[src/pmre_pkg.sv]
package pmre_pkg;

    // Port widths of the access and result fields.
    localparam int PAGE_W = 6;
    localparam int FRAME_W = 4;

    // Number of distinct codes the victim field can carry.
    localparam int VICTIM_CODES = 2 ** FRAME_W;

endpackage

[src/pmre_ram.sv]
module pmre_ram #(
    parameter int WIDTH = 8,
    parameter int DEPTH = 16
) (
    input  logic                                     i_clk,
    input  logic                                     i_we,
    input  logic [((DEPTH > 1) ? $clog2(DEPTH) : 1)-1:0] i_addr,
    input  logic [WIDTH-1:0]                         i_wdata,
    output logic [WIDTH-1:0]                         o_rdata
);

    logic [WIDTH-1:0] r_mem [DEPTH];
    logic [WIDTH-1:0] r_rdata;

    // Single port, registered read.
    always_ff @(posedge i_clk) begin
        if (i_we) begin
            r_mem[i_addr] <= i_wdata;
        end
        r_rdata <= r_mem[i_addr];
    end

    assign o_rdata = r_rdata;

endmodule

[src/page_map_with_random_eviction_top.sv]
// Page map with random eviction.
//
// An access is one beat on the command channel: it is taken at a rising edge
// where start is high and busy is low, carrying i_page_index and
// i_victim_frame. The block answers every access with exactly one result beat:
// o_valid is high for one cycle with o_frame_index, o_page_fault, o_did_evict
// and o_evicted_page. The receiver cannot hold results off, so none is needed.
//
// The single-port page map memory is visited once per dependent step. A
// hit, a fault into a free frame, or an out-of-range page is answered from
// state S_PAGE. A fault that evicts reads the owner table, reads the owner's
// page entry, clears it if it still points at the victim and maps the new
// page. Busy stays high until the result is shown, so one access is in
// flight at a time.
//
// After reset the page map is swept to invalid, one entry per cycle, with
// busy high until all NUM_PAGES entries are cleared. Free frames are always
// handed out in ascending order and never released, so a fill count stands
// in for the per-frame busy flags. The owner table needs no clearing.
module page_map_with_random_eviction_top #(
    parameter int NUM_PAGES = 64,
    parameter int NUM_FRAMES = 16
) (
    input  logic                          i_clk,
    input  logic                          i_rst_n,
    input  logic                          start,
    output logic                          busy,
    input  logic [pmre_pkg::PAGE_W-1:0]   i_page_index,
    input  logic [pmre_pkg::FRAME_W-1:0]  i_victim_frame,
    output logic                          o_valid,
    output logic [pmre_pkg::FRAME_W-1:0]  o_frame_index,
    output logic                          o_page_fault,
    output logic                          o_did_evict,
    output logic [pmre_pkg::PAGE_W-1:0]   o_evicted_page
);

    localparam int PW = (NUM_PAGES > 1) ? $clog2(NUM_PAGES) : 1;
    localparam int FW = (NUM_FRAMES > 1) ? $clog2(NUM_FRAMES) : 1;
    localparam int CW = $clog2(NUM_FRAMES + 1);
    localparam int MW = FW + 1;
    localparam int OFW = pmre_pkg::FRAME_W;
    localparam int OPW = pmre_pkg::PAGE_W;

    // Sequencer states.
    localparam logic [2:0] S_CLEAR = 3'd0;
    localparam logic [2:0] S_IDLE  = 3'd1;
    localparam logic [2:0] S_PAGE  = 3'd2;
    localparam logic [2:0] S_OWNER = 3'd3;
    localparam logic [2:0] S_CHECK = 3'd4;
    localparam logic [2:0] S_MAP   = 3'd5;

    logic [2:0]    r_state, n_state;
    logic [PW-1:0] r_clr, n_clr;
    logic [CW-1:0] r_fill, n_fill;
    logic [PW-1:0] r_page, n_page;
    logic [FW-1:0] r_victim, n_victim;
    logic          r_oor, n_oor;
    logic [PW-1:0] r_owner, n_owner;
    logic          r_valid, n_valid;
    logic [OFW-1:0] r_frame_out, n_frame_out;
    logic          r_fault, n_fault;
    logic          r_evict, n_evict;
    logic [OPW-1:0] r_gone, n_gone;

    // Page map memory: valid bit on top of the frame number.
    logic          pm_we;
    logic [PW-1:0] pm_addr;
    logic [MW-1:0] pm_wdata;
    logic [MW-1:0] pm_rdata;

    // Frame owner memory.
    logic          ow_we;
    logic [FW-1:0] ow_addr;
    logic [PW-1:0] ow_wdata;
    logic [PW-1:0] ow_rdata;

    logic [15:0]   w_page_ext;
    logic          w_page_oor;
    logic [FW-1:0] w_victim_lut [pmre_pkg::VICTIM_CODES];
    logic [FW-1:0] w_free;

    // The victim code is folded into the frame range through a constant table.
    for (genvar gv = 0; gv < pmre_pkg::VICTIM_CODES; gv++) begin : g_victim
        assign w_victim_lut[gv] = FW'(gv % NUM_FRAMES);
    end

    assign w_page_ext = 16'(i_page_index);
    assign w_page_oor = (w_page_ext >= 16'(NUM_PAGES));
    assign w_free     = r_fill[FW-1:0];

    pmre_ram #(
        .WIDTH (MW),
        .DEPTH (NUM_PAGES)
    ) u_page_ram (
        .i_clk   (i_clk),
        .i_we    (pm_we),
        .i_addr  (pm_addr),
        .i_wdata (pm_wdata),
        .o_rdata (pm_rdata)
    );

    pmre_ram #(
        .WIDTH (PW),
        .DEPTH (NUM_FRAMES)
    ) u_owner_ram (
        .i_clk   (i_clk),
        .i_we    (ow_we),
        .i_addr  (ow_addr),
        .i_wdata (ow_wdata),
        .o_rdata (ow_rdata)
    );

    always_comb begin
        n_state     = r_state;
        n_clr       = r_clr;
        n_fill      = r_fill;
        n_page      = r_page;
        n_victim    = r_victim;
        n_oor       = r_oor;
        n_owner     = r_owner;
        n_valid     = 1'b0;
        n_frame_out = r_frame_out;
        n_fault     = r_fault;
        n_evict     = r_evict;
        n_gone      = r_gone;
        pm_we       = 1'b0;
        pm_addr     = r_page;
        pm_wdata    = '0;
        ow_we       = 1'b0;
        ow_addr     = r_victim;
        ow_wdata    = r_page;

        unique case (r_state)
            S_CLEAR: begin
                // Sweep every page entry to invalid.
                pm_we   = 1'b1;
                pm_addr = r_clr;
                n_clr   = r_clr + 1'b1;
                if (r_clr == PW'(NUM_PAGES - 1)) begin
                    n_state = S_IDLE;
                end
            end
            S_IDLE: begin
                if (start) begin
                    n_page   = w_page_ext[PW-1:0];
                    n_victim = w_victim_lut[i_victim_frame];
                    n_oor    = w_page_oor;
                    pm_addr  = w_page_ext[PW-1:0];
                    n_state  = S_PAGE;
                end
            end
            S_PAGE: begin
                n_state = S_IDLE;
                n_evict = 1'b0;
                n_gone  = '0;
                if (r_oor) begin
                    n_valid     = 1'b1;
                    n_frame_out = '0;
                    n_fault     = 1'b0;
                end else if (pm_rdata[FW]) begin
                    // Hit: the page entry already holds the frame.
                    n_valid     = 1'b1;
                    n_frame_out = OFW'(pm_rdata[FW-1:0]);
                    n_fault     = 1'b0;
                end else if (r_fill < CW'(NUM_FRAMES)) begin
                    // Fault with a free frame left: take the next one in order.
                    pm_we       = 1'b1;
                    pm_wdata    = {1'b1, w_free};
                    ow_we       = 1'b1;
                    ow_addr     = w_free;
                    n_fill      = r_fill + 1'b1;
                    n_valid     = 1'b1;
                    n_frame_out = OFW'(w_free);
                    n_fault     = 1'b1;
                end else begin
                    // All frames busy: look up who owns the victim frame.
                    n_state = S_OWNER;
                end
            end
            S_OWNER: begin
                n_owner = ow_rdata;
                pm_addr = ow_rdata;
                n_state = S_CHECK;
            end
            S_CHECK: begin
                // Unmap the owner only if its entry still points at the victim.
                if (pm_rdata[FW] && (pm_rdata[FW-1:0] == r_victim)) begin
                    pm_we   = 1'b1;
                    pm_addr = r_owner;
                    pm_wdata = '0;
                end
                n_state = S_MAP;
            end
            S_MAP: begin
                pm_we       = 1'b1;
                pm_wdata    = {1'b1, r_victim};
                ow_we       = 1'b1;
                n_valid     = 1'b1;
                n_frame_out = OFW'(r_victim);
                n_fault     = 1'b1;
                n_evict     = 1'b1;
                n_gone      = OPW'(r_owner);
                n_state     = S_IDLE;
            end
            default: begin
                n_state = S_CLEAR;
                n_clr   = '0;
            end
        endcase
    end

    always_ff @(posedge i_clk) begin
        if (!i_rst_n) begin
            r_state <= S_CLEAR;
            r_clr   <= '0;
            r_fill  <= '0;
            r_valid <= 1'b0;
        end else begin
            r_state <= n_state;
            r_clr   <= n_clr;
            r_fill  <= n_fill;
            r_valid <= n_valid;
        end
    end

    always_ff @(posedge i_clk) begin
        r_page      <= n_page;
        r_victim    <= n_victim;
        r_oor       <= n_oor;
        r_owner     <= n_owner;
        r_frame_out <= n_frame_out;
        r_fault     <= n_fault;
        r_evict     <= n_evict;
        r_gone      <= n_gone;
    end

    assign busy           = (r_state != S_IDLE);
    assign o_valid        = r_valid;
    assign o_frame_index  = r_frame_out;
    assign o_page_fault   = r_fault;
    assign o_did_evict    = r_evict;
    assign o_evicted_page = r_gone;

    // An accepted access keeps the block busy until its result is shown.
    a_accept_busy: assert property (@(posedge i_clk) disable iff (!i_rst_n)
        (start && !busy) |=> busy)
        else $error("accepted access did not raise busy");

    // A result is shown only once the sequencer has returned to idle.
    a_result_idle: assert property (@(posedge i_clk) disable iff (!i_rst_n)
        o_valid |-> !busy)
        else $error("result shown while sequencer busy");

    // An eviction is always a fault and happens only with every frame in use.
    a_evict_full: assert property (@(posedge i_clk) disable iff (!i_rst_n)
        (o_valid && o_did_evict) |-> (o_page_fault && (r_fill == CW'(NUM_FRAMES))))
        else $error("eviction without a full frame set");

    // The fill count never passes the number of frames.
    a_fill_range: assert property (@(posedge i_clk) disable iff (!i_rst_n)
        r_fill <= CW'(NUM_FRAMES))
        else $error("frame fill count out of range");

endmodule
[config.mk]
export PLATFORM = sky130hd
export DESIGN_NAME = page_map_with_random_eviction_top
export DESIGN_NICKNAME = d
export VERILOG_FILES = /design/src/pmre_pkg.sv /design/src/pmre_ram.sv /design/src/page_map_with_random_eviction_top.sv
export SDC_FILE = /design/constraint.sdc
export NUM_CORES = 1
export LEC_CHECK = 0
export ABC_CLOCK_PERIOD_IN_PS = 6100
export BUFFER_PORTS_ARGS = -buffer_cell sky130_fd_sc_hd__buf_4
export CAP_MARGIN = 20
export CORE_AREA = 2 2 232 234
export CTS_CLUSTER_SIZE = 30
export DETAILED_ROUTE_END_ITERATION = 7
export DIE_AREA = 0 0 234 236
export GPL_TIMING_DRIVEN = 0
export RECOVER_POWER = 25
export SYNTH_ARGS = -nofsm -noshare
export SYNTH_HDL_FRONTEND = slang
export SYNTH_SLANG_ARGS = --single-unit
[constraint.sdc]
create_clock -name i_clk -period 6.1 [get_ports i_clk]
set_input_delay 1.83 -clock i_clk [delete_from_list [all_inputs] [get_ports i_clk]]
set_output_delay 1.83 -clock i_clk [all_outputs]
set_load 0.05 [all_outputs]
* Word level (Yosys, flattened, before mapping)
Memories as Yosys holds them, arrays and structs flattened. A register that Yosys moved wholly into a read port is not among the register bits. Cells that the tools add are included.
Storage, ports and cells: flip-flop bits (word level) 40, memory bits (writable) 416, memory bits (read-only) 64, bits of input ports 13, output and inout bits 14, memories 3
Memory list:
- u_page_ram.r_mem | words 64, width 5, read ports 1, clocked after memory_dff 1, write ports 1, RTL line pmre_ram.sv:12 | logic [WIDTH-1:0] r_mem [DEPTH];
- u_owner_ram.r_mem | words 16, width 6, read ports 1, clocked after memory_dff 1, write ports 1, RTL line pmre_ram.sv:12
- (name not given) | words 16, width 4, read ports 1, clocked after memory_dff 1, write ports 0, RTL line page_map_with_random_eviction_top.sv:146 | n_victim = w_victim_lut[i_victim_frame];
Cells by class: add/sub/neg operators 2, magnitude comparators 2, equal/unequal tests 11, mux-type cells 41, bitwise logic cells 3, reduce and logical (&&, ||, !) cells 9
Operators by type and width (count):
- $mux W4 | 7
- $pmux W6 S2 | 2
- $pmux W6 S4 | 1
- $pmux W3 S6 | 1
- $mux W5 | 3
- $mux W1 | 13
- $mux W6 | 2
- $pmux W5 S2 | 1
- $pmux W1 S2 | 4
- $pmux W4 S2 | 1
- $ge A6 B7 Y1 const B | 1
- $add A6 B1 Y6 const B | 1
- $eq A3 B2 Y1 const B | 2
- $eq A3 B3 Y1 const B | 2
- $eq A6 B6 Y1 const B | 1
- $mux W2 | 3
- $mux W3 | 2
- $reduce_and A2 Y1 | 3
- $add A5 B1 Y5 const B | 1
- $lt A5 B5 Y1 const B | 1
- $not A4 Y5 | 1
- $reduce_or A5 Y1 | 1
- $eq A4 B4 Y1 | 1
- $ne A2 B2 Y1 const B | 2
- other kinds (10) | 11

* Depth between registers and ports, before layout
Gate-level depths: netlist (run 1).
depth in word-level cells 7, gate-level depth with buffers 15, gate-level depth less buffers 10

* By module
Synthesis (run 1) repeated with hierarchy kept, for this count alone.
Unflattened totals: cells, all modules 1208, area total of the unflattened synthesis 18995.7 um2
Modules (own cells, without submodules):
- pmre_ram (u_page_ram) | instances 1, cells an instance 801, area each 12853.6 um2, seq. area each 9709.3 um2
- pmre_ram (u_owner_ram) | instances 1, cells an instance 178, area each 3876.2 um2, seq. area each 3002.9 um2
- page_map_with_random_eviction_top | instances 1, cells an instance 229, area each 2265.9 um2, seq. area each 1141.1 um2

* Worst setup path before layout (run 1)
No wires, ideal clock.
path type in2reg, start point in start, end point mem u_page_ram.r_mem[17][0] (netlist bit), enable pin, setup time 0.340 ns, data arrival time 4.397 ns, required time 5.760 ns, path slack 1.363 ns, cell stages on the path 11, cells stage by stage buf_2 mux2_2 mux2i_1 a211oi_1 o32ai_1 clkbuf_1 buf_2 buf_2 buf_1 nand3_1 nor2_1
Between the ends: word-level cells in the longest chain between the ends 2
Ends and longest elaborated chain:
- start, declared | RTL line page_map_with_random_eviction_top.sv:26 | input logic start,
- $mux W6 | RTL line page_map_with_random_eviction_top.sv:144 | if (start) begin
- $pmux W6 S4 | RTL line page_map_with_random_eviction_top.sv:133 | unique case (r_state)
- end, declared | RTL line pmre_ram.sv:12
Every way passes these cells.

* Final worst setup path (run 1)
start point in start, end point mem u_page_ram.r_mem[47][2] (netlist bit), enable pin
The elaborated chain is that of the path after synthesis.

==> impl_metrics.env, run 1 <==
export IMPL_postSynthCellCount=1321
export IMPL_clk_latency_ns=0.61
export IMPL_power_frac_comb_pct=5.2
export IMPL_io_pins=27
export IMPL_max_slew_margin_rel_pct=-104
export IMPL_grt_ovfl_total=0
export IMPL_setup_worst_path_end_class="flip-flop"
export IMPL_synth_edf_count=444
export IMPL_area_growth_pct=14.8
export IMPL_die_area_um2=55200
export IMPL_max_freq_mhz=164
export IMPL_switching_share_pct=22.2
export IMPL_critical_path_buf_inv_count=5
export IMPL_drt_pass1_iter_count=5
export IMPL_crit_fanout=10
export IMPL_yosysSeqAreaShare_pct=73.4
export IMPL_crit_top_cell="buf_2"
export IMPL_cellPowerDensity_nw_per_um2=316
export IMPL_syn_cell_area_um2=18900
export IMPL_ant_nets=0
export IMPL_grt_pass1_wl_um=79900
export IMPL_drt_iter0_markers=1539
export IMPL_finalCriticalPeriod_ns=6.10
export IMPL_yosys_area_top_type="edfxtp_1"
export IMPL_fp_coreArea_um2=53100
export IMPL_synthDistinctLibCells=68
export IMPL_clockBufferDepth=3
export IMPL_worstPathCellList="buf_2, mux2_1, a211oi_1, o22ai_1, a21oi_2, buf_2, buf_2, buf_2, buf_2, nor2_1, nand2_1, nor2_1"
export IMPL_p_seq_share_pct=51.2
export IMPL_num_antenna_cells=0
export IMPL_path_clk_slew_ns=0.06
export IMPL_htree_levels=2
export IMPL_drc=0
export IMPL_cts_root_buf="clkbuf_16"
export IMPL_crit_type="input pin to flip-flop"
export IMPL_pre_cts_slack_ns=-1.28
export IMPL_place_gp_congestion=0.945
export IMPL_vias_per_cell=5.74
export IMPL_final_setup_worst_slack_ns=0.00401
export IMPL_cellLeakagePower_nw=6.66
export IMPL_critical_path_arrival_ns=6.38
export IMPL_grt_max_degree=43
export IMPL_worstSetupStartpointType="input pin"
export IMPL_dp_hpwl_um=36000
export IMPL_netlist_area_leader_share_pct=70.6
export IMPL_start_util_pct=35.6
export IMPL_io_buffers=25
export IMPL_grt_pass1_vias=12000
export IMPL_ys_seq_elements=470
export IMPL_die_x_um=234
export IMPL_cts_sinks=470
export IMPL_finalWirelength_um=55300
export IMPL_vias=12300
export IMPL_hold_violations=0
export IMPL_worst_slew_pin_slew_ns=3.03
export IMPL_min_path_type="flip-flop to flip-flop"
export IMPL_power_mw=6.85
export IMPL_rows=85
export IMPL_cts_tree="done"
export IMPL_rsz0062_at_grt="no"
export IMPL_intPower_mw=5.33
export IMPL_fin_area_um2=21700
export IMPL_max_cap_violations=2
export IMPL_antenna_found_initial=1
export IMPL_routedWlPerCell_um=25.8
export IMPL_slowest_delay_ns=0.54
export IMPL_setup_viol=0
export IMPL_required_ns=6.38
export IMPL_yosysWarnings=0
export IMPL_holdBufCountCts=0
export IMPL_place_area_um2=20100
export IMPL_track_usage_pct=20.0
export IMPL_finalMaxSlewViolations=59
export IMPL_violations="max-capacitance violations, max-slew violations"
export IMPL_fin_skew_ns=0.0244
export IMPL_vdd_drop_max_mv=0.172
export IMPL_p_sw_mw=1.52
export IMPL_clkPwrFrac_pct=43.6
export IMPL_numCtsBuffers=49
export IMPL_synth_fp_nets=1337
export IMPL_drive_gt1_share_pct=10.7
export IMPL_synth_ff_type="edfxtp_1"
export IMPL_cpMaxStageDelayCell="a21oi_2"
export IMPL_status="complete, but fails checks"
export IMPL_finalCritPeriodShare_pct=99.9
export IMPL_critPathTopFamily="buffers and inverters"
export IMPL_async_flop_share_pct=0
export IMPL_nets=1420
export IMPL_tns_ns=0
export IMPL_synthTopCellsByArea="edfxtp_1 71%, dfxtp_1 2.8%, a21oi_1 2.6%"
export IMPL_avgSynthCellArea_um2=14.3
export IMPL_die_h_um=236
==> power groups by stage <==
stage | Clock, mW | Combinational, mW | Sequential, mW
final | 2.99 | 0.353 | 3.51
after global routing | 3.14 | 0.365 | 3.51
after CTS | 3.02 | 0.338 | 3.51
after detailed placement | 0 | 0.337 | 3.57
after global placement | 0 | 0.335 | 3.57
after floorplan | 0 | 0.193 | 3.57
==> cell usage after synthesis, types with 4 or more instances <==
master / n
nand4_1: 5
mux4_2: 5
edfxtp_1: 444
a32oi_1: 27
a21oi_1: 98
a221oi_1: 10
nor3_1: 12
mux2_2: 17
nand3_1: 20
a31oi_1: 24
o22ai_1: 11
xnor2_1: 10
nor2_1: 124
or3_1: 7
nor2b_1: 14
mux2i_1: 44
buf_1: 11
clkbuf_1: 46
nor3b_1: 4
o21ai_0: 37
a21o_1: 5
inv_1: 14
o31ai_1: 4
or4_1: 9
nand2b_1: 8
nand2_1: 122
buf_2: 18
a2111oi_0: 4
dfxtp_1: 26
o211ai_1: 4
and3_1: 12
nor4_1: 5
o2bb2ai_1: 5
and2_1: 8
a22oi_1: 58
==> path summary, 6_finish.rpt <==
check | startpoint | endpoint | slack, ns | cells after the start
worst max-delay path | start | u_page_ram.r_mem[47][2] | 0.004 | 12
worst min-delay path | u_owner_ram.o_rdata[1] | r_owner[1] | 0.44 | 0
worst max register to register | ow_wdata[0] | u_page_ram.r_mem[47][2] | 0.64 | 11
worst min register to register | u_owner_ram.o_rdata[1] | r_owner[1] | 0.44 | 0
==> sequential cells by signal, indices dropped and copies added, names as in the netlist <==
register             flops
o_did_evict              1
o_evicted_page           6
o_frame_index            4
o_page_fault             1
o_valid                  1
ow_wdata                 6
r_clr                    6
r_fill                   5
r_owner                  6
r_state                  3
r_victim                 4
u_owner_ram.o_rdata      6
u_owner_ram.r_mem       96
u_page_ram.o_rdata       5
u_page_ram.r_mem       320
==> layer usage <==
layer / vias up / wire length (µm) / global-route usage [%]
met1: 6072 / 21100 / 25.8
met3: 160 / 5970 / 5.59
met4: 2 / 2410 / 8.32
li1: 5312 / - / -
met5: - / 9 / 0
met2: 718 / 25700 / 31.6
==> logic make-up after synthesis <==
logic type	synth area share, %
buf+inv	2.03
flops	73.4
xor+xnor	0.510
fa+ha+maj	0.199
mux	4.02
compound gates	11.1
simple gates	8.76
==> per-stage QoR <==
step | hold slack (ns) | util (%) | instances
floorplan | 0.401 | - | 1321
global placement | 0.429 | 37.6 | 2042
detailed placement | 0.427 | 37.9 | 2049
CTS | 0.441 | 40.9 | 2137
global route | 0.446 | 40.8 | 2138
finish | 0.442 | 40.8 | 2138
==> final cells by class <==
| class | instances | area [µm²] |
|---|---|---|
| plain buffers | 76 | 325 |
| clock buffers | 61 | 1300 |
| clock inverters | 28 | 289 |
| fillers | 4833 | 31400 |
| inverters | 15 | 56.3 |
| multi-input cells | 759 | 4700 |
| flip-flops and latches | 470 | 13900 |
| well taps | 696 | 871 |
| repair buffers | 33 | 269 |
==> layout by cell type, fill, tap and decap left out, drive strengths merged, types with 24 or more instances in the layout <==
cell    netlist  routed
a32oi        27      27
mux2i        44      44
nor2        124     124
a22oi        58      58
a21oi        99      99
dfxtp        26      26
clkbuf       46     126
edfxtp      444     444
buf          31      44
a31oi        24      24
o21ai        38      38
nand2       122     122
==> what timing repair did <==
| item | in CTS | in global routing |
|---|---|---|
| setup endpoints to repair | 40 | 95 |
| resized for setup | 0 | 12 |
| buffers inserted | 0 | 0 |
==> worst reg2reg max path: stages, from the launching register on <==
cell and delay [ns]:
edfxtp_1 0.72, mux2_1 0.49, a211oi_1 0.30, o22ai_1 0.16, a21oi_2 0.54, buf_2 0.54
buf_2 0.44, buf_2 0.49, buf_2 0.46, nor2_1 0.19, nand2_1 0.50, nor2_1 0.32
(Power assumes the default switching activity.)
==> run 2: changes to the inputs <==
Settings changed: CORE_AREA 2 2 232 234 to 2 2 233 235, DIE_AREA 0 0 234 236 to 0 0 235 237, MAX_ROUTING_LAYER set to met4, SYNTH_HIERARCHICAL set to 1.
==> impl_metrics.env, run 2 <==
export IMPL_synth_ff_type="edfxtp_1"
export IMPL_required_ns=6.29
export IMPL_cellPowerDensity_nw_per_um2=311
export IMPL_drc=0
export IMPL_holdWs_ns=0.439
export IMPL_regArea_um2=13900
export IMPL_fp_coreArea_um2=53300
export IMPL_largest_reg_flops=320
export IMPL_synth_common_cells="444 x edfxtp_1, 118 x nor2_1, 70 x a22oi_1, 52 x nand2_1, 39 x o21ai_0"
export IMPL_power_mw=6.73
export IMPL_num_antenna_cells=0
export IMPL_synth_fp_nets=1223
export IMPL_drt_pass1_iter_count=5
export IMPL_postSynthCellCount=1208
export IMPL_worst_slew_pin_slew_ns=1.09
export IMPL_r2r_setup_slack_ns=0.47
export IMPL_netlist_area_leader_share_pct=70.2
export IMPL_top_register="u_page_ram/r_mem"
export IMPL_async_flop_share_pct=0
export IMPL_drive_gt1_share_pct=14.5
export IMPL_setup_viol=0
export IMPL_clk_latency_ns=0.60
export IMPL_rows=85
export IMPL_cts_sinks=470
export IMPL_cts_resized=0
export IMPL_vias_per_cell=5.75
export IMPL_area_growth_pct=14.0
export IMPL_vias=11600
export IMPL_finalWirelength_um=52700
export IMPL_clockBufferDepth=3
export IMPL_critical_path_arrival_ns=5.97
export IMPL_die_h_um=237
export IMPL_multi_input_area_um2=4610
export IMPL_io_buffers=25
export IMPL_rsz0062_at_grt="no"
export IMPL_synthDistinctLibCells=70
export IMPL_ys_seq_elements=470
export IMPL_min_path_type="flip-flop to flip-flop"
export IMPL_vdd_drop_max_mv=0.177
export IMPL_routedWlPerCell_um=26.1
export IMPL_synthTopCellsByArea="edfxtp_1 70%, a22oi_1 2.8%, dfxtp_1 2.7%"
export IMPL_layout_commonest_cell="edfxtp_1"
export IMPL_synth_edf_count=444
export IMPL_max_cap_violations=0
export IMPL_holdBufCountCts=0
export IMPL_grt_pass1_wl_um=77200
export IMPL_worstPathCellList="buf_2, mux2_1, o211ai_2, a21oi_1, a2bb2oi_1, buf_4, nor2b_1, buf_6, buf_2, nand2_1, nor2_1"
export IMPL_fill_cells=4822
export IMPL_grt_pass1_vias=11300
export IMPL_syn_cell_area_um2=19000
export IMPL_path_clk_slew_ns=0.06
export IMPL_dp_hpwl_um=34800
export IMPL_crit_fanout=10
export IMPL_grt_max_degree=69
export IMPL_drt_iter0_markers=1542
export IMPL_slowest_delay_ns=0.71
export IMPL_die_x_um=235
export IMPL_start_util_pct=35.7
export IMPL_cts_tree="done"
export IMPL_fin_skew_ns=0.0421
export IMPL_io_pins=27
export IMPL_cellLeakagePower_nw=6.67
export IMPL_yosys_area_top_type="edfxtp_1"
export IMPL_tns_ns=0
export IMPL_yosysMostFrequentCell="edfxtp_1"
export IMPL_setup_worst_path_end_class="flip-flop"
export IMPL_finalCritPeriodShare_pct=94.7
export IMPL_avgSynthCellArea_um2=15.7
export IMPL_max_slew_margin_rel_pct=27.0
export IMPL_track_usage_pct=19.3
export IMPL_final_cell_mix="444 x edfxtp_1, 118 x nor2_1, 70 x a22oi_1"
export IMPL_hold_violations=0
export IMPL_worstSetupStartpointType="input pin"
export IMPL_antenna_found_initial=0
export IMPL_place_gp_congestion=0.954
export IMPL_top_regs="u_page_ram/r_mem (320), u_owner_ram/r_mem (96)"
export IMPL_cpMaxStageDelayCell="nor2b_1"
export IMPL_cts_root_buf="clkbuf_16"
export IMPL_htree_levels=2
export IMPL_ant_nets=0
export IMPL_finalCriticalPeriod_ns=5.78
export IMPL_status="finished clean"
export IMPL_crit_type="input pin to flip-flop"
export IMPL_cts_setup_buffers=0
export IMPL_max_freq_mhz=173
export IMPL_yosysSeqAreaShare_pct=72.9
export IMPL_grt_ovfl_total=0
export IMPL_die_area_um2=55700
export IMPL_nets=1304
export IMPL_numCtsBuffers=50
export IMPL_yosysWarnings=6
export IMPL_crit_top_cell="buf_2"
export IMPL_finalMaxSlewViolations=0
run 2: path summary, 6_finish.rpt:
kind / from / endpoint / depth (start not counted)
max: start / u_page_ram/r_mem[9][0] / 11
min reg2reg: u_owner_ram/o_rdata[4] / r_owner[4] / 0
max reg2reg: r_state[2] / u_page_ram/r_mem[9][0] / 12
min: u_owner_ram/o_rdata[4] / r_owner[4] / 0
run 2: critical path: cells and delay by family:
kind | cells | cell delay (ns)
buf+inv | 4 | 1.11
simple gates | 3 | 1.89
mux | 1 | 0.26
compound gates | 3 | 0.86
run 2: kinds of logic (layout without fill, tap and decap cells):
| group | count (synthesis) | count (layout) | synth area share, % |
|---|---|---|---|
| flip-flops | 470 | 470 | 72.9 |
| multiplexers | 82 | 82 | 6.56 |
| XOR/XNOR | 7 | 7 | 0.323 |
| AO/OA/AOI/OAI | 270 | 270 | 10.4 |
| buffers and inverters | 100 | 217 | 2.87 |
| adder cells (fa/ha/maj) | 2 | 2 | 0.132 |
| AND/OR/NAND/NOR | 277 | 277 | 6.80 |
run 2: report_power, final:
group / internal [mW] / switching, mW / leakage (nW) / total, mW
clock: 1.67 / 1.22 / 0.753 / 2.89
sequential: 3.50 / 0.00966 / 3.92 / 3.51
combinational: 0.106 / 0.224 / 2.00 / 0.331
run 2: cell type report:
type	instances	area share, %
flip-flops and latches	470	64.0
clock inverters	29	1.14
well taps	696	4.02
plain buffers	83	2.16
repair buffers	29	1.18
clock buffers	59	5.94
inverters	17	0.295
multi-input cells	638	21.3
run 2: metrics by stage:
stage / instance area, µm² / utilization, % / setup slack (ns) / std cells
floorplan: 19000 / - / 1.67 / 1208
global placement: 20100 / 37.6 / -0.156 / 1929
detailed placement: 20200 / 37.8 / -0.187 / 1933
CTS: 21700 / 40.7 / 0.407 / 2021
global route: 21600 / 40.6 / 0.176 / 2021
finish: 21600 / 40.6 / 0.324 / 2021
run 2: per-layer routing:
layer | share of wire, % | track usage (%)
met2 | 46 | 29.2
met1 | 41 | 25.9
met4 | 3.6 | 6.46
met3 | 9.6 | 4.17
met5 | 0 | -
